### src/rtl/core/trcw_pkg.sv
// Package for the Reno congestion window block: widths, phase codes,
// register map and sequencer state type. Used by every file in rtl/core.
package trcw_pkg;

   localparam int WORD_W     = 32;
   localparam int MSS_W      = 16;
   localparam int DUP_W      = 8;
   localparam int PHASE_W    = 2;
   localparam int CSR_ADDR_W = 3;
   localparam int CSR_DATA_W = 32;
   localparam int STEP_W     = $clog2(WORD_W);

   localparam logic [MSS_W-1:0]   MSS_RESET = 16'd1460;
   localparam logic [DUP_W-1:0]   DUP_ONE   = 8'd1;
   localparam logic [DUP_W-1:0]   FAST_DUPS = 8'd3;
   localparam logic [DUP_W-1:0]   DUP_MAX   = 8'd255;

   localparam logic [PHASE_W-1:0] PHASE_OPEN     = 2'd0;
   localparam logic [PHASE_W-1:0] PHASE_DISORDER = 2'd1;
   localparam logic [PHASE_W-1:0] PHASE_RECOVERY = 2'd2;
   localparam logic [PHASE_W-1:0] PHASE_UNUSED   = 2'd3;

   localparam logic CMD_ESTABLISH = 1'b0;
   localparam logic CSR_IDX_SEGMENT_SIZE = 1'b0;

   typedef enum logic [4:0] {
      ST_IDLE   = 5'b00001,
      ST_EVAL   = 5'b00010,
      ST_DIVIDE = 5'b00100,
      ST_GROW   = 5'b01000,
      ST_PUSH   = 5'b10000
   } seq_state_type;

endpackage

### src/rtl/core/trcw_div.sv
// Bit-serial restoring divider, one quotient bit per cycle.
// Depends on trcw_pkg. A zero divisor gives an all-ones quotient.
module trcw_div (
   input  logic                        clock,
   input  logic                        reset,
   input  logic                        start,
   input  logic [trcw_pkg::WORD_W-1:0] dividend,
   input  logic [trcw_pkg::WORD_W-1:0] divisor,
   output logic                        done,
   output logic [trcw_pkg::WORD_W-1:0] quotient
);

   logic                          active_ff, active_in;
   logic                          done_ff, done_in;
   logic [trcw_pkg::STEP_W-1:0]   step_ff, step_in;
   logic [trcw_pkg::WORD_W-1:0]   rem_ff, rem_in;
   logic [trcw_pkg::WORD_W-1:0]   quo_ff, quo_in;
   logic [trcw_pkg::WORD_W-1:0]   dvs_ff, dvs_in;
   logic [trcw_pkg::WORD_W:0]     trial;
   logic [trcw_pkg::WORD_W+1:0]   diff;
   logic                          fits;

   assign trial = {rem_ff, quo_ff[trcw_pkg::WORD_W-1]};
   assign diff  = {1'b0, trial} - {2'b00, dvs_ff};
   assign fits  = ~diff[trcw_pkg::WORD_W+1];

   always_comb begin
      active_in = active_ff;
      done_in   = 1'b0;
      step_in   = step_ff;
      rem_in    = rem_ff;
      quo_in    = quo_ff;
      dvs_in    = dvs_ff;
      if (start) begin
         active_in = 1'b1;
         step_in   = '0;
         rem_in    = '0;
         quo_in    = dividend;
         dvs_in    = divisor;
      end else if (active_ff) begin
         rem_in  = fits ? diff[trcw_pkg::WORD_W-1:0] : trial[trcw_pkg::WORD_W-1:0];
         quo_in  = {quo_ff[trcw_pkg::WORD_W-2:0], fits};
         step_in = step_ff + 1'b1;
         if (step_ff == trcw_pkg::STEP_W'(trcw_pkg::WORD_W - 1)) begin
            active_in = 1'b0;
            done_in   = 1'b1;
         end
      end
   end

   always_ff @(posedge clock) begin
      if (reset) begin
         active_ff <= 1'b0;
         done_ff   <= 1'b0;
         step_ff   <= '0;
      end else begin
         active_ff <= active_in;
         done_ff   <= done_in;
         step_ff   <= step_in;
      end
      rem_ff <= rem_in;
      quo_ff <= quo_in;
      dvs_ff <= dvs_in;
   end

   assign done     = done_ff;
   assign quotient = quo_ff;

endmodule

### src/rtl/core/tcp_reno_congestion_window.sv
// Reno congestion window of one sending connection, with APB register port.
// Without avoidance growth an accepted item goes through the evaluate and push states;
// with it, divide and grow come between, paced by the 32-step bit-serial divider.
// One transaction in flight: none is accepted until the push, which rsp_ready can hold off.
// Synchronous active-high reset: window state cleared, phase open, segment size 1460.
// Depends on trcw_pkg and trcw_div.
module tcp_reno_congestion_window (
   input  logic                            clock,
   input  logic                            reset,
   input  logic                            req_valid,
   output logic                            req_ready,
   input  logic                            req_cmd,
   input  logic [trcw_pkg::WORD_W-1:0]     req_ack_num,
   input  logic [trcw_pkg::WORD_W-1:0]     req_snd_next,
   input  logic [trcw_pkg::MSS_W-1:0]      req_peer_window,
   output logic                            rsp_valid,
   input  logic                            rsp_ready,
   output logic [trcw_pkg::WORD_W-1:0]     rsp_cong_window,
   output logic [trcw_pkg::WORD_W-1:0]     rsp_slow_start_limit,
   output logic [trcw_pkg::PHASE_W-1:0]    rsp_cong_phase,
   output logic                            rsp_retransmit,
   output logic                            rsp_window_reopened,
   input  logic                            psel,
   input  logic                            penable,
   input  logic                            pwrite,
   input  logic [trcw_pkg::CSR_ADDR_W-1:0] paddr,
   input  logic [trcw_pkg::CSR_DATA_W-1:0] pwdata,
   output logic [trcw_pkg::CSR_DATA_W-1:0] prdata,
   output logic                            pready
);

   trcw_pkg::seq_state_type state_ff, state_in;

   logic [trcw_pkg::MSS_W-1:0]   mss_ff, mss_in;
   logic                         cmd_ff, cmd_in;
   logic [trcw_pkg::WORD_W-1:0]  ack_ff, ack_in;
   logic [trcw_pkg::WORD_W-1:0]  nxt_ff, nxt_in;
   logic [trcw_pkg::MSS_W-1:0]   pwin_ff, pwin_in;

   logic [trcw_pkg::WORD_W-1:0]  unacked_ff, unacked_in;
   logic [trcw_pkg::WORD_W-1:0]  win_ff, win_in;
   logic [trcw_pkg::WORD_W-1:0]  thr_ff, thr_in;
   logic [trcw_pkg::PHASE_W-1:0] phase_ff, phase_in;
   logic [trcw_pkg::DUP_W-1:0]   dup_ff, dup_in;
   logic [trcw_pkg::WORD_W-1:0]  mark_ff, mark_in;
   logic [trcw_pkg::MSS_W-1:0]   adv_ff, adv_in;
   logic                         resend_ff, resend_in;
   logic                         reopen_ff, reopen_in;

   logic                         rsp_valid_ff, rsp_valid_in;
   logic [trcw_pkg::WORD_W-1:0]  rsp_win_ff, rsp_win_in;
   logic [trcw_pkg::WORD_W-1:0]  rsp_thr_ff, rsp_thr_in;
   logic [trcw_pkg::PHASE_W-1:0] rsp_phase_ff, rsp_phase_in;
   logic                         rsp_resend_ff, rsp_resend_in;
   logic                         rsp_reopen_ff, rsp_reopen_in;

   logic                         new_ack;
   logic                         dup_ack;
   logic                         partial;
   logic [trcw_pkg::DUP_W-1:0]   dup_next;
   logic                         third_dup;
   logic [trcw_pkg::MSS_W+1:0]   mss_x3;
   logic [trcw_pkg::WORD_W-1:0]  add_a;
   logic [trcw_pkg::WORD_W-1:0]  add_b;
   logic [trcw_pkg::WORD_W:0]    add_sum;
   logic [trcw_pkg::WORD_W-1:0]  add_sat;
   logic [trcw_pkg::WORD_W-1:0]  mss_sq;
   logic                         div_start;
   logic                         div_done;
   logic [trcw_pkg::WORD_W-1:0]  div_quo;
   logic                         csr_write;

   // register port
   assign pready    = 1'b1;
   assign csr_write = psel & penable & pwrite;
   assign prdata    = (paddr[2] == trcw_pkg::CSR_IDX_SEGMENT_SIZE)
                      ? {{(trcw_pkg::CSR_DATA_W - trcw_pkg::MSS_W){1'b0}}, mss_ff}
                      : '0;

   always_comb begin
      mss_in = mss_ff;
      if (csr_write && paddr[2] == trcw_pkg::CSR_IDX_SEGMENT_SIZE) begin
         mss_in = pwdata[trcw_pkg::MSS_W-1:0];
      end
   end

   // classify the held transaction
   assign new_ack   = ack_ff > unacked_ff;
   assign dup_ack   = ack_ff == unacked_ff;
   assign partial   = (phase_ff == trcw_pkg::PHASE_RECOVERY) && (ack_ff < mark_ff);
   assign dup_next  = (dup_ff < trcw_pkg::DUP_MAX) ? dup_ff + 1'b1 : dup_ff;
   assign third_dup = dup_ack && (dup_next == trcw_pkg::FAST_DUPS);
   assign mss_x3    = {1'b0, mss_ff, 1'b0} + {2'b00, mss_ff};
   assign mss_sq    = trcw_pkg::WORD_W'(mss_ff) * trcw_pkg::WORD_W'(mss_ff);

   // shared saturating adder
   always_comb begin
      add_a = win_ff;
      add_b = trcw_pkg::WORD_W'(mss_ff);
      if (state_ff == trcw_pkg::ST_GROW) begin
         add_b = div_quo;
      end else if (third_dup) begin
         add_a = {1'b0, win_ff[trcw_pkg::WORD_W-1:1]};
         add_b = trcw_pkg::WORD_W'(mss_x3);
      end
   end

   assign add_sum = {1'b0, add_a} + {1'b0, add_b};
   assign add_sat = add_sum[trcw_pkg::WORD_W] ? '1 : add_sum[trcw_pkg::WORD_W-1:0];

   trcw_div u_div (
      .clock    (clock),
      .reset    (reset),
      .start    (div_start),
      .dividend (mss_sq),
      .divisor  (win_ff),
      .done     (div_done),
      .quotient (div_quo)
   );

   always_comb begin
      state_in      = state_ff;
      cmd_in        = cmd_ff;
      ack_in        = ack_ff;
      nxt_in        = nxt_ff;
      pwin_in       = pwin_ff;
      unacked_in    = unacked_ff;
      win_in        = win_ff;
      thr_in        = thr_ff;
      phase_in      = phase_ff;
      dup_in        = dup_ff;
      mark_in       = mark_ff;
      adv_in        = adv_ff;
      resend_in     = resend_ff;
      reopen_in     = reopen_ff;
      div_start     = 1'b0;
      rsp_valid_in  = rsp_valid_ff & ~rsp_ready;
      rsp_win_in    = rsp_win_ff;
      rsp_thr_in    = rsp_thr_ff;
      rsp_phase_in  = rsp_phase_ff;
      rsp_resend_in = rsp_resend_ff;
      rsp_reopen_in = rsp_reopen_ff;
      unique case (state_ff)
         trcw_pkg::ST_IDLE: begin
            if (req_valid) begin
               cmd_in   = req_cmd;
               ack_in   = req_ack_num;
               nxt_in   = req_snd_next;
               pwin_in  = req_peer_window;
               state_in = trcw_pkg::ST_EVAL;
            end
         end
         trcw_pkg::ST_EVAL: begin
            resend_in = 1'b0;
            reopen_in = 1'b0;
            state_in  = trcw_pkg::ST_PUSH;
            if (cmd_ff == trcw_pkg::CMD_ESTABLISH) begin
               unacked_in = ack_ff;
               win_in     = trcw_pkg::WORD_W'(mss_ff);
               thr_in     = trcw_pkg::WORD_W'(pwin_ff);
               adv_in     = pwin_ff;
               phase_in   = trcw_pkg::PHASE_OPEN;
               dup_in     = '0;
            end else begin
               if (new_ack) begin
                  unacked_in = ack_ff;
                  if (partial) begin
                     resend_in = 1'b1;
                  end else begin
                     phase_in = trcw_pkg::PHASE_OPEN;
                     if (phase_ff != trcw_pkg::PHASE_OPEN) begin
                        dup_in = '0;
                     end
                     if (win_ff < thr_ff) begin
                        win_in = add_sat;
                     end else begin
                        div_start = 1'b1;
                        state_in  = trcw_pkg::ST_DIVIDE;
                     end
                  end
               end else if (dup_ack) begin
                  dup_in = dup_next;
                  if (dup_next == trcw_pkg::DUP_ONE) begin
                     phase_in = trcw_pkg::PHASE_DISORDER;
                  end else if (third_dup) begin
                     phase_in  = trcw_pkg::PHASE_RECOVERY;
                     mark_in   = nxt_ff;
                     resend_in = 1'b1;
                     thr_in    = {1'b0, win_ff[trcw_pkg::WORD_W-1:1]};
                     win_in    = add_sat;
                  end else if (dup_next > trcw_pkg::FAST_DUPS) begin
                     win_in    = add_sat;
                     resend_in = 1'b1;
                  end
               end
               reopen_in = (adv_ff == '0) && (pwin_ff != '0);
               adv_in    = pwin_ff;
            end
         end
         trcw_pkg::ST_DIVIDE: begin
            if (div_done) begin
               state_in = trcw_pkg::ST_GROW;
            end
         end
         trcw_pkg::ST_GROW: begin
            win_in   = add_sat;
            state_in = trcw_pkg::ST_PUSH;
         end
         trcw_pkg::ST_PUSH: begin
            if (!rsp_valid_ff || rsp_ready) begin
               rsp_valid_in  = 1'b1;
               rsp_win_in    = win_ff;
               rsp_thr_in    = thr_ff;
               rsp_phase_in  = phase_ff;
               rsp_resend_in = resend_ff;
               rsp_reopen_in = reopen_ff;
               state_in      = trcw_pkg::ST_IDLE;
            end
         end
         default: begin
            state_in = trcw_pkg::ST_IDLE;
         end
      endcase
   end

   always_ff @(posedge clock) begin
      if (reset) begin
         state_ff     <= trcw_pkg::ST_IDLE;
         mss_ff       <= trcw_pkg::MSS_RESET;
         unacked_ff   <= '0;
         win_ff       <= '0;
         thr_ff       <= '0;
         phase_ff     <= trcw_pkg::PHASE_OPEN;
         dup_ff       <= '0;
         mark_ff      <= '0;
         adv_ff       <= '0;
         rsp_valid_ff <= 1'b0;
      end else begin
         state_ff     <= state_in;
         mss_ff       <= mss_in;
         unacked_ff   <= unacked_in;
         win_ff       <= win_in;
         thr_ff       <= thr_in;
         phase_ff     <= phase_in;
         dup_ff       <= dup_in;
         mark_ff      <= mark_in;
         adv_ff       <= adv_in;
         rsp_valid_ff <= rsp_valid_in;
      end
      cmd_ff        <= cmd_in;
      ack_ff        <= ack_in;
      nxt_ff        <= nxt_in;
      pwin_ff       <= pwin_in;
      resend_ff     <= resend_in;
      reopen_ff     <= reopen_in;
      rsp_win_ff    <= rsp_win_in;
      rsp_thr_ff    <= rsp_thr_in;
      rsp_phase_ff  <= rsp_phase_in;
      rsp_resend_ff <= rsp_resend_in;
      rsp_reopen_ff <= rsp_reopen_in;
   end

   assign req_ready            = state_ff == trcw_pkg::ST_IDLE;
   assign rsp_valid            = rsp_valid_ff;
   assign rsp_cong_window      = rsp_win_ff;
   assign rsp_slow_start_limit = rsp_thr_ff;
   assign rsp_cong_phase       = rsp_phase_ff;
   assign rsp_retransmit       = rsp_resend_ff;
   assign rsp_window_reopened  = rsp_reopen_ff;

`ifndef SYNTH
   a_accept_to_eval : assert property (@(posedge clock) disable iff (reset)
      (req_valid && req_ready) |=> (state_ff == trcw_pkg::ST_EVAL))
      else $error("accepted transaction did not enter evaluation");

   a_div_done_in_divide : assert property (@(posedge clock) disable iff (reset)
      div_done |-> (state_ff == trcw_pkg::ST_DIVIDE))
      else $error("divider finished outside the divide state");

   a_phase_code : assert property (@(posedge clock) disable iff (reset)
      phase_ff != trcw_pkg::PHASE_UNUSED)
      else $error("congestion phase took the unused code");

   a_push_loads_result : assert property (@(posedge clock) disable iff (reset)
      (state_ff == trcw_pkg::ST_PUSH && !rsp_valid_ff) |=> rsp_valid_ff)
      else $error("result not loaded into the free output register");
`endif

endmodule
### config.mk
export PLATFORM = sky130hd
export DESIGN_NAME = tcp_reno_congestion_window
export DESIGN_NICKNAME = d
export VERILOG_FILES = /design/src/rtl/core/trcw_pkg.sv /design/src/rtl/core/trcw_div.sv /design/src/rtl/core/tcp_reno_congestion_window.sv
export SDC_FILE = /design/constraint.sdc
export NUM_CORES = 1
export LEC_CHECK = 0
export ABC_CLOCK_PERIOD_IN_PS = 16000
export BUFFER_PORTS_ARGS = -buffer_cell sky130_fd_sc_hd__clkbuf_2
export CAP_MARGIN = 20
export CORE_UTILIZATION = 35
export DETAILED_ROUTE_END_ITERATION = 12
export PLACE_DENSITY = 0.61
export SLEW_MARGIN = 20
export SYNTH_ARGS = -nofsm -noshare
export SYNTH_HDL_FRONTEND = slang
export SYNTH_SLANG_ARGS = --single-unit
### constraint.sdc
create_clock -name clock -period 16 [get_ports clock]
set_clock_uncertainty 0.15 [all_clocks]
set_input_delay 0.8 -clock clock [delete_from_list [all_inputs] [get_ports clock]]
set_output_delay 0.8 -clock clock [all_outputs]
set_load 0.005 [all_outputs]
[Yosys cells after proc, flatten, opt, wreduce, memory -nomap -nowiden]
Cells that the tools add are included.
Storage, ports and cells
  flip-flop bits (word level): 430
  input port bits: 123
  output and inout port bits: 103
  word-level logic and storage cells: 158
Cells by class
  $add $sub $neg: 5
  multipliers: 1
  $lt $le $gt $ge: 5
  equality and inequality tests: 27
  muxes and demuxes: 62
  bitwise logic cells: 9
  reductions and logical operators: 22
Operators with widths (count)
  two-way mux 32 bit: 22
  less-than comparator 32 bit: 2
  case mux 32 bit (2 select lines): 1
  two-way mux 8 bit: 6
  two-way mux 5 bit: 7
  subtractor 33 x 32 -> 34 bit: 1
  adder 32 x 32 -> 33 bit: 1
  == test 32 bit: 1
  greater-than comparator 32 bit: 1
  multiplier 16 x 16 -> 32 bit: 1
  case mux 5 bit (5 select lines): 1
  adder 17 x 16 -> 18 bit: 1
  two-way mux 18 bit: 1
  two-way mux 1 bit: 17
  logical NOT 16 bit: 1
  two-way mux 16 bit: 1
  inequality test 4 bit, second input constant: 4
  nonzero test 16 bit: 1
  two-way mux 2 bit: 6
  AND reduction 6 bit: 2
  == test 5 bit, second input constant: 2
  adder 8 x 1 -> 8 bit, second input constant: 1
  == test 8 x 1 -> 1 bit, second input constant: 1
  == test 8 x 2 -> 1 bit, second input constant: 1
  other kinds (27): 48

[Longest topological paths before layout]
Gate-level depths: netlist (run 1).
  word-level depth: 15
  depth in mapped cells: 27

[Modules after synthesis]
From an unflattened synthesis (run 1), not the netlist that was laid out.
Second synthesis, totals
  cell total of the unflattened synthesis: 3176
  area, all modules: 30189.0 sq um
By module, submodules not included
  tcp_reno_congestion_window: instances 1, cells an instance 2588, area each 24279.5 sq um, seq. area each 8007.7 sq um
  trcw_div: instances 1, cells an instance 588, area each 5909.4 sq um, seq. area each 2702.6 sq um

[Least setup slack after synthesis (run 1)]
Ideal clock, no wire load.
  path kind: reg2reg
  from: register mss_ff[1] (netlist bit)
  to: register u_div.quo_ff, in the netlist u_div.quotient[29] (data pin)
  arrival time: 6.373 ns
  data required time: 15.583 ns
  path slack: 9.210 ns
  stages on the path, launching flop included: 24
  buffers on the path: 2
  period minus slack after synthesis: 6.790 ns
  cell sequence: dfxtp_1 clkbuf_1 clkbuf_1 nand2_1 fa_1 inv_1 fa_1 fa_1 fa_1 fa_1 inv_1 fa_1 inv_1 ha_1 and4_1 and2_1 a22oi_1 a21oi_1 o221a_2 a31oi_1 o21bai_1 a21oi_1 xor2_1 o21ai_0
On the way
  cells in the longest elaborated chain, start to end: 2
RTL lines
  from (decl): line tcp_reno_congestion_window.sv:34  | logic [trcw_pkg::MSS_W-1:0] mss_ff, mss_in;
  from (signal assigned): line tcp_reno_congestion_window.sv:229  | mss_ff <= trcw_pkg::MSS_RESET;
  from (signal assigned): line tcp_reno_congestion_window.sv:240  | mss_ff <= mss_in;
  multiplier 16 x 16 -> 32 bit: line tcp_reno_congestion_window.sv:94  | assign mss_sq = trcw_pkg::WORD_W'(mss_ff) * trcw_pkg::WORD_W'(mss_ff);
  two-way mux 32 bit: line trcw_div.sv:34  | if (start) begin
  net u_div.quo_in (one bit): line trcw_div.sv:17  | logic [trcw_pkg::WORD_W-1:0] quo_ff, quo_in;
  to (signal assigned): line trcw_div.sv:62  | quo_ff <= quo_in;
  to (decl): line trcw_div.sv:17
The timed path passes the listed nets, and every way through them passes these cells.
A chain may end at the register's enable or synchronous reset.

[Final worst setup path (run 1)]
  from: register mss_ff[12] (netlist bit)
  to: register u_div.quo_ff, in the netlist u_div.quotient[29] (data pin)
The elaborated chain is that of the path after synthesis.

==> impl_results.md, run 1 <==
- Status: complete, no violations
- Post-synth ARST share: 0
- Worst-path clk slew: 0.07 ns
- Pleak: 14.8 nW
- CTS tree: built
- Clk_lat worst skew: 0.61 ns
- DR WL met2: 35900 µm
- Via count: 23369
- Worst r2r src: mss_ff[12]
- Row cnt: 107
- Hold_buf cts: 0
- Layout cells sized above 1: 0.106
- Setup CP Type: reg2reg
- Final instance area: 0.0341 mm²
- Hold path depth: 1
- Final net count: 4051
- Drt wl/cell: 16.8 µm
- Cell Area, Synth: 0.0302 mm²
- Min-delay worst type: in2reg
- Crit path DAT: 8.16 ns
- Power per cell area: 122 mW/mm²
- Total gr overflow: 0
- DRC: 0
- Peak supply drop: 0.0897 mV
- Total clock sinks: 428
- EDFF count, synth: 214
- # diodes: 0
- Final setup viols: 0
- Port Buffers: 189
- Share of the synthesized area in the top cell type: 0.213
- FF-to-FF setup slack: 8.00 ns
- Overall global routing resource usage: 0.179
- Clock root buffer: clkbuf_16
- DP HPWL: 57200 µm
- CTS buffer count: 48
- CTS resizes: 0
- Mean post-synth cell area: 9.09 µm²
- DRT iter0 DRCs: 1442
- Reg area: 0.0107 mm²
- Worst Reg-to-Reg Cells: 23
- Initial Util: 0.354
- FF-to-FF End: u_div.quotient[29]
- CORE AREA: 0.0853 mm²
- Worst Setup Slack, final: 8.00 ns
- Height of the die: 296 µm
- Fmax achieved: 0.125 GHz
- Post-CTS Setup Inserts: 0
- Fin. Hold Viols: 0
- Die area: 0.0875 mm²
- Hold Startpoint: req_ack_num[11]
- Vias in the first global route: 22570
- Ranking of synthesized cells by area: edfxtp_1, dfxtp_1, ha_1, fa_1, nand2_1
- Relative slew slack: 0.317
- Setup TNS: 0 ns
- Synth Flop Type: edfxtp_1
- Synth-to-Final Area Change: 12.9%
- Multi-input gate area: 0.0173 mm²
- Met1 Routed Length: 37400 µm
- Worst Max-Slew Pin Slew: 1.02 ns
- Die width: 296 µm
- Pre-CTS WS: 7.99 ns
- Worst EP required: 16.16 ns
- RSZ-0062 raised after global routing: no
- Ports: 226
- Detailed-route wire length: 78100 µm
- Final min period: 8.00 ns
- Crit path max fanout: 13
- Worst setup SP type: register
- Wire length on met3: 3550 µm
- Post-Place Cells: 4568
- Highest routed metal layer: met4
- WHS Endpoint: ack_ff[11]
- Hold WS: 0.225 ns
- Filler cells: 8633
- Vias/cell: 5.02
- Final GP Congestion: 0.881
- Seq cells post-synth: 428
- Seq/Total Area, Yosys: 0.355
- Number of distinct library cells after synthesis: 90
- Area leader, netlist: edfxtp_1
- Largest net degree at the start of global routing: 100
- Non-Filler Instances: 4657
- Max-Cap Viols: 0
- Mapped Cells: 3322
- Antenna violations before repair: 0
- Most frequent cell after synthesis: nand2_1
- Tcrit/Tclk final: 0.500
- CTS H-Tree Depth: 2
- Post-synth top cells: nand2_1, inv_1, ha_1
- DP Area: 0.0324 mm²
- First-pass GRT wire length: 124000 µm
- Remaining antenna violation count: 0
- Worst setup EP type: register
- Pins Over Slew Limit: 0
- Yosys Warn Count: 0
- DRT Pass-1 Iters: 5
- Longest Clk Path Bufs: 3
-- kinds of logic after synthesis --
| family | synth area share |
|---|---|
| muxes | 0.0118 |
| adders and majority gates | 0.230 |
| buffers and inverters | 0.0758 |
| xor gates and xnor gates | 0.0290 |
| other | 0.000249 |
| and+or+nand+nor | 0.153 |
| DFF | 0.355 |
| AOI/OAI and AO/OA | 0.146 |
-- state kept, by name, summed over array words and instances (netlist names), 2 cells and up --
name,count
mark_ff,32
u_div.quotient,32
u_div.step_ff,5
u_div.dvs_ff,32
nxt_ff,32
rsp_slow_start_limit,31
phase_ff,2
mss_ff,16
win_ff,32
state_ff,5
ack_ff,32
u_div.rem_ff,32
rsp_cong_phase,2
thr_ff,31
dup_ff,8
pwin_ff,16
rsp_cong_window,32
unacked_ff,32
adv_ff,16
-- per-layer routing --
layer	up-vias	global-route usage
li1	11573	-
met1	11216	0.252
met2	496	0.297
met3	84	0.0189
met4	0	0.0378
met5	-	0
-- where the power goes --
group | internal, mW | switching, mW
registers | 1.33 | 0.107
logic | 0.600 | 0.919
clock network | 0.728 | 0.490
total | 2.65 | 1.52
-- cells in the final DEF (no fill, tap or decap), types with 10 or more instances in the layout --
cell type / n
nand2_1: 563
o21ai_0: 130
and2_1: 49
edfxtp_1: 214
a21o_1: 51
a31oi_1: 36
bufinv_16: 10
o21bai_1: 17
a211oi_1: 35
nor2_1: 159
o211ai_1: 13
mux2i_1: 29
clkbuf_2: 188
nor4_1: 14
a221o_1: 13
nand4_1: 29
a211o_1: 21
xor2_1: 40
and3_1: 18
fa_1: 167
buf_4: 49
clkinv_2: 11
nand2b_1: 21
ha_1: 287
dfxtp_1: 213
a21oi_1: 276
clkbuf_16: 48
conb_1: 18
o21a_1: 16
nor3_1: 46
nand3_1: 48
nor2b_1: 19
xnor2_1: 60
inv_1: 413
-- worst max-delay path by stage --
stage | from | endpoint | slack (ns) | cells after the start
after detailed placement | mss_ff[12] | u_div.quotient[29] | 7.99 | 23
after global routing | mss_ff[12] | u_div.quotient[29] | 7.50 | 23
after CTS | mss_ff[12] | u_div.quotient[29] | 7.97 | 23
final | mss_ff[12] | u_div.quotient[29] | 8.00 | 23
after global placement | mss_ff[12] | u_div.quotient[29] | 8.03 | 23
after floorplan | mss_ff[1] | u_div.quotient[29] | 9.21 | 23
-- worst max-delay path, stage by stage (launching register included) --
cell	delay, ns
dfxtp_1	0.80
clkinv_1	0.74
nor2_1	0.39
ha_1	0.31
xor2_1	0.18
fa_1	0.48
inv_1	0.05
fa_1	0.53
fa_1	0.44
fa_1	0.54
inv_1	0.05
fa_1	0.52
inv_1	0.04
ha_1	0.37
and4_1	0.23
and2_1	0.21
a22oi_1	0.27
a21oi_1	0.17
o221a_2	0.30
a31oi_1	0.33
o21bai_1	0.10
a21oi_1	0.18
xor2_1	0.20
o21ai_0	0.09
-- per-stage QoR --
stage / power [mW] / utilization
CTS: 4.21 / 0.400
floorplan: 2.61 / -
global route: 4.47 / 0.400
global placement: 2.95 / 0.379
finish: 4.17 / 0.400
detailed placement: 2.97 / 0.379
-- area by class of cell --
cell class,count,share of cell area
clock buffer,56,0.0367
clock inverter,33,0.0139
inverter,422,0.0465
multi-input combinational,2336,0.508
sequential,428,0.314
tap,1144,0.0420
timing repair buffer,238,0.0387
Note: power is estimated with default switching activity, not from simulation.
==> run 2: changes to the inputs <==
ABC_CLOCK_PERIOD_IN_PS = 7300   (was 16000)
PLACE_DENSITY = 0.63   (was 0.61)
clock period = 7.3 ns   (was 16 ns; I/O delays follow)
==> impl_results.md, run 2 (synthesis gave the netlist of run 1 again) <==
- Status: complete, no violations
- Ports: 226
- Clk_lat worst skew: 0.60 ns
- Power per cell area: 256 mW/mm²
- DRT Pass-1 Iters: 5
- CTS H-Tree Depth: 2
- Port Buffers: 189
- Layout cells sized above 1: 0.111
- Peak supply drop: 0.186 mV
- Antenna violations before repair: 1
- Worst Max-Slew Pin Slew: 0.979 ns
- Relative slew slack: 0.347
- Worst-path clk slew: 0.06 ns
- Setup CP Type: reg2reg
- Worst Setup Slack, final: 0.393 ns
- Die width: 296 µm
- DRT iter0 DRCs: 1496
- Vias in the first global route: 23005
- Sequential power share: 0.349
- Max-Cap Viols: 0
- Largest net degree at the start of global routing: 91
- Via count: 23969
- CTS buffer count: 46
- Total gr overflow: 0
- Detailed-route wire length: 79900 µm
- Fin. Hold Viols: 0
- Overall global routing resource usage: 0.182
- Pleak: 15.3 nW
- Power share of the combinational group: 0.380
- Most used routing layer: met2
- Row cnt: 107
- Switching fraction of total power: 0.368
- Clock share of power: 0.271
- Filler cells: 8434
- Fmax achieved: 0.145 GHz
- DRC: 0
- Crit path max fanout: 7
- Net Switching: 3.31 mW
- Clock root buffer: clkbuf_16
- Min-delay worst type: in2reg
- Commonest cells after routing, fill and taps aside: nand2_1, inv_1, ha_1
- Tcrit/Tclk final: 0.946
- Drt wl/cell: 16.7 µm
- GR met2 Demand/Resource: 0.296
- Final net count: 4173
- Most common cell after layout, fill and taps aside: nand2_1
- Final instance area: 0.0351 mm²
- DP HPWL: 59000 µm
- CORE AREA: 0.0853 mm²
- First-pass GRT wire length: 126000 µm
- Pins Over Slew Limit: 0
- Crit path DAT: 7.08 ns
- RSZ-0062 raised after global routing: no
- Final min period: 6.91 ns
- Synth-to-Final Area Change: 16.3%
- Final GP Congestion: 0.882
- CTS tree: built
- Remaining antenna violation count: 0
- Final setup viols: 0
- Pre-CTS WS: 0.173 ns
- Longest Clk Path Bufs: 3
- Initial Util: 0.354
- Height of the die: 296 µm
- Total clock sinks: 428
- Worst EP required: 7.47 ns
- M1 GR Usage: 0.256
- Pint: 5.68 mW
- Worst setup EP type: register
- DP Area: 0.0325 mm²
- Setup TNS: 0 ns
- Worst setup SP type: register
- Die area: 0.0875 mm²
- Vias/cell: 5.02
- Grt met3 use: 0.0202
-- run 2: changes by cell type in the layout (fill, tap and decap cells not counted), sizes merged --
cell	delta
diode	+1
buf	+25
clkinv	-2
clkinvlp	+2
clkbuf	+1
dlygate4sd3	+99
bufinv	-5
-- run 2: metrics by stage --
step,util,std cells,power [mW],hold WS (ns)
after floorplan,-,3338,5.71,0.250
after global placement,0.382,4592,6.48,0.259
after detailed placement,0.382,4592,6.54,0.256
after CTS,0.411,4776,9.03,0.176
after global routing,0.412,4778,9.64,0.221
final,0.412,4778,8.99,0.196
-- run 2: power by group through the flow --
stage | logic [mW] | registers (mW) | clock network (mW)
2_1_floorplan | 2.60 | 3.11 | 0
3_3_place_gp | 3.30 | 3.19 | 0
3_5_place_dp | 3.35 | 3.19 | 0
4_1_cts | 3.41 | 3.14 | 2.48
5_1_grt | 3.89 | 3.17 | 2.58
6_report | 3.42 | 3.14 | 2.43
-- run 2: cell type report --
| class | instances | area (µm²) | share of cell area |
|---|---|---|---|
| Timing Repair Buffer | 362 | 2520 | 0.0717 |
| Multi-Input combinational cell | 2336 | 17300 | 0.493 |
| Tap cell | 1144 | 1430 | 0.0407 |
| Inverter | 422 | 1580 | 0.0451 |
| Sequential cell | 428 | 10700 | 0.305 |
| Clock inverter | 28 | 315 | 0.00897 |
| Antenna cell | 1 | 2.50 | 0.0000712 |
| Clock buffer | 57 | 1240 | 0.0354 |
-- run 2: layer usage --
layer	part of all wire	vias to the layer above
met5	0	-
met4	0.024	0
met3	0.049	107
met2	0.46	616
met1	0.47	11439
li1	-	11807
-- run 2: path summary, 6_finish.rpt --
check	slack, ns	end	cells after the start	startpoint
max reg2reg	0.39	u_div.quotient[29]	24	mss_ff[14]
min reg2reg	0.28	rsp_retransmit	0	resend_ff
min	0.20	thr_ff[22]	2	reset
max	0.39	u_div.quotient[29]	24	mss_ff[14]
-- run 2: worst max-delay path, cell delays in order (launching register included) --
cell and delay [ns]:
dfxtp_1 0.46, clkinv_1 0.20, buf_4 0.22, nor2_1 0.25, ha_1 0.21, inv_1 0.05
fa_1 0.49, inv_1 0.05, fa_1 0.50, fa_1 0.51, fa_1 0.54, inv_1 0.05
fa_1 0.52, inv_1 0.04, ha_1 0.36, and4_1 0.23, and2_1 0.19, a22oi_1 0.30
a21oi_1 0.17, o221a_2 0.30, a31oi_2 0.26, o21bai_1 0.10, a21oi_1 0.17, xor2_1 0.21
o21ai_0 0.10
-- run 2: timing repair --
item | CTS | global route
setup endpoints to repair | 0 | 2
buffers inserted | 0 | 0
hold buffers | 99 | 0
hold endpoints to repair | 99 | 0
gates resized for setup | 0 | 9
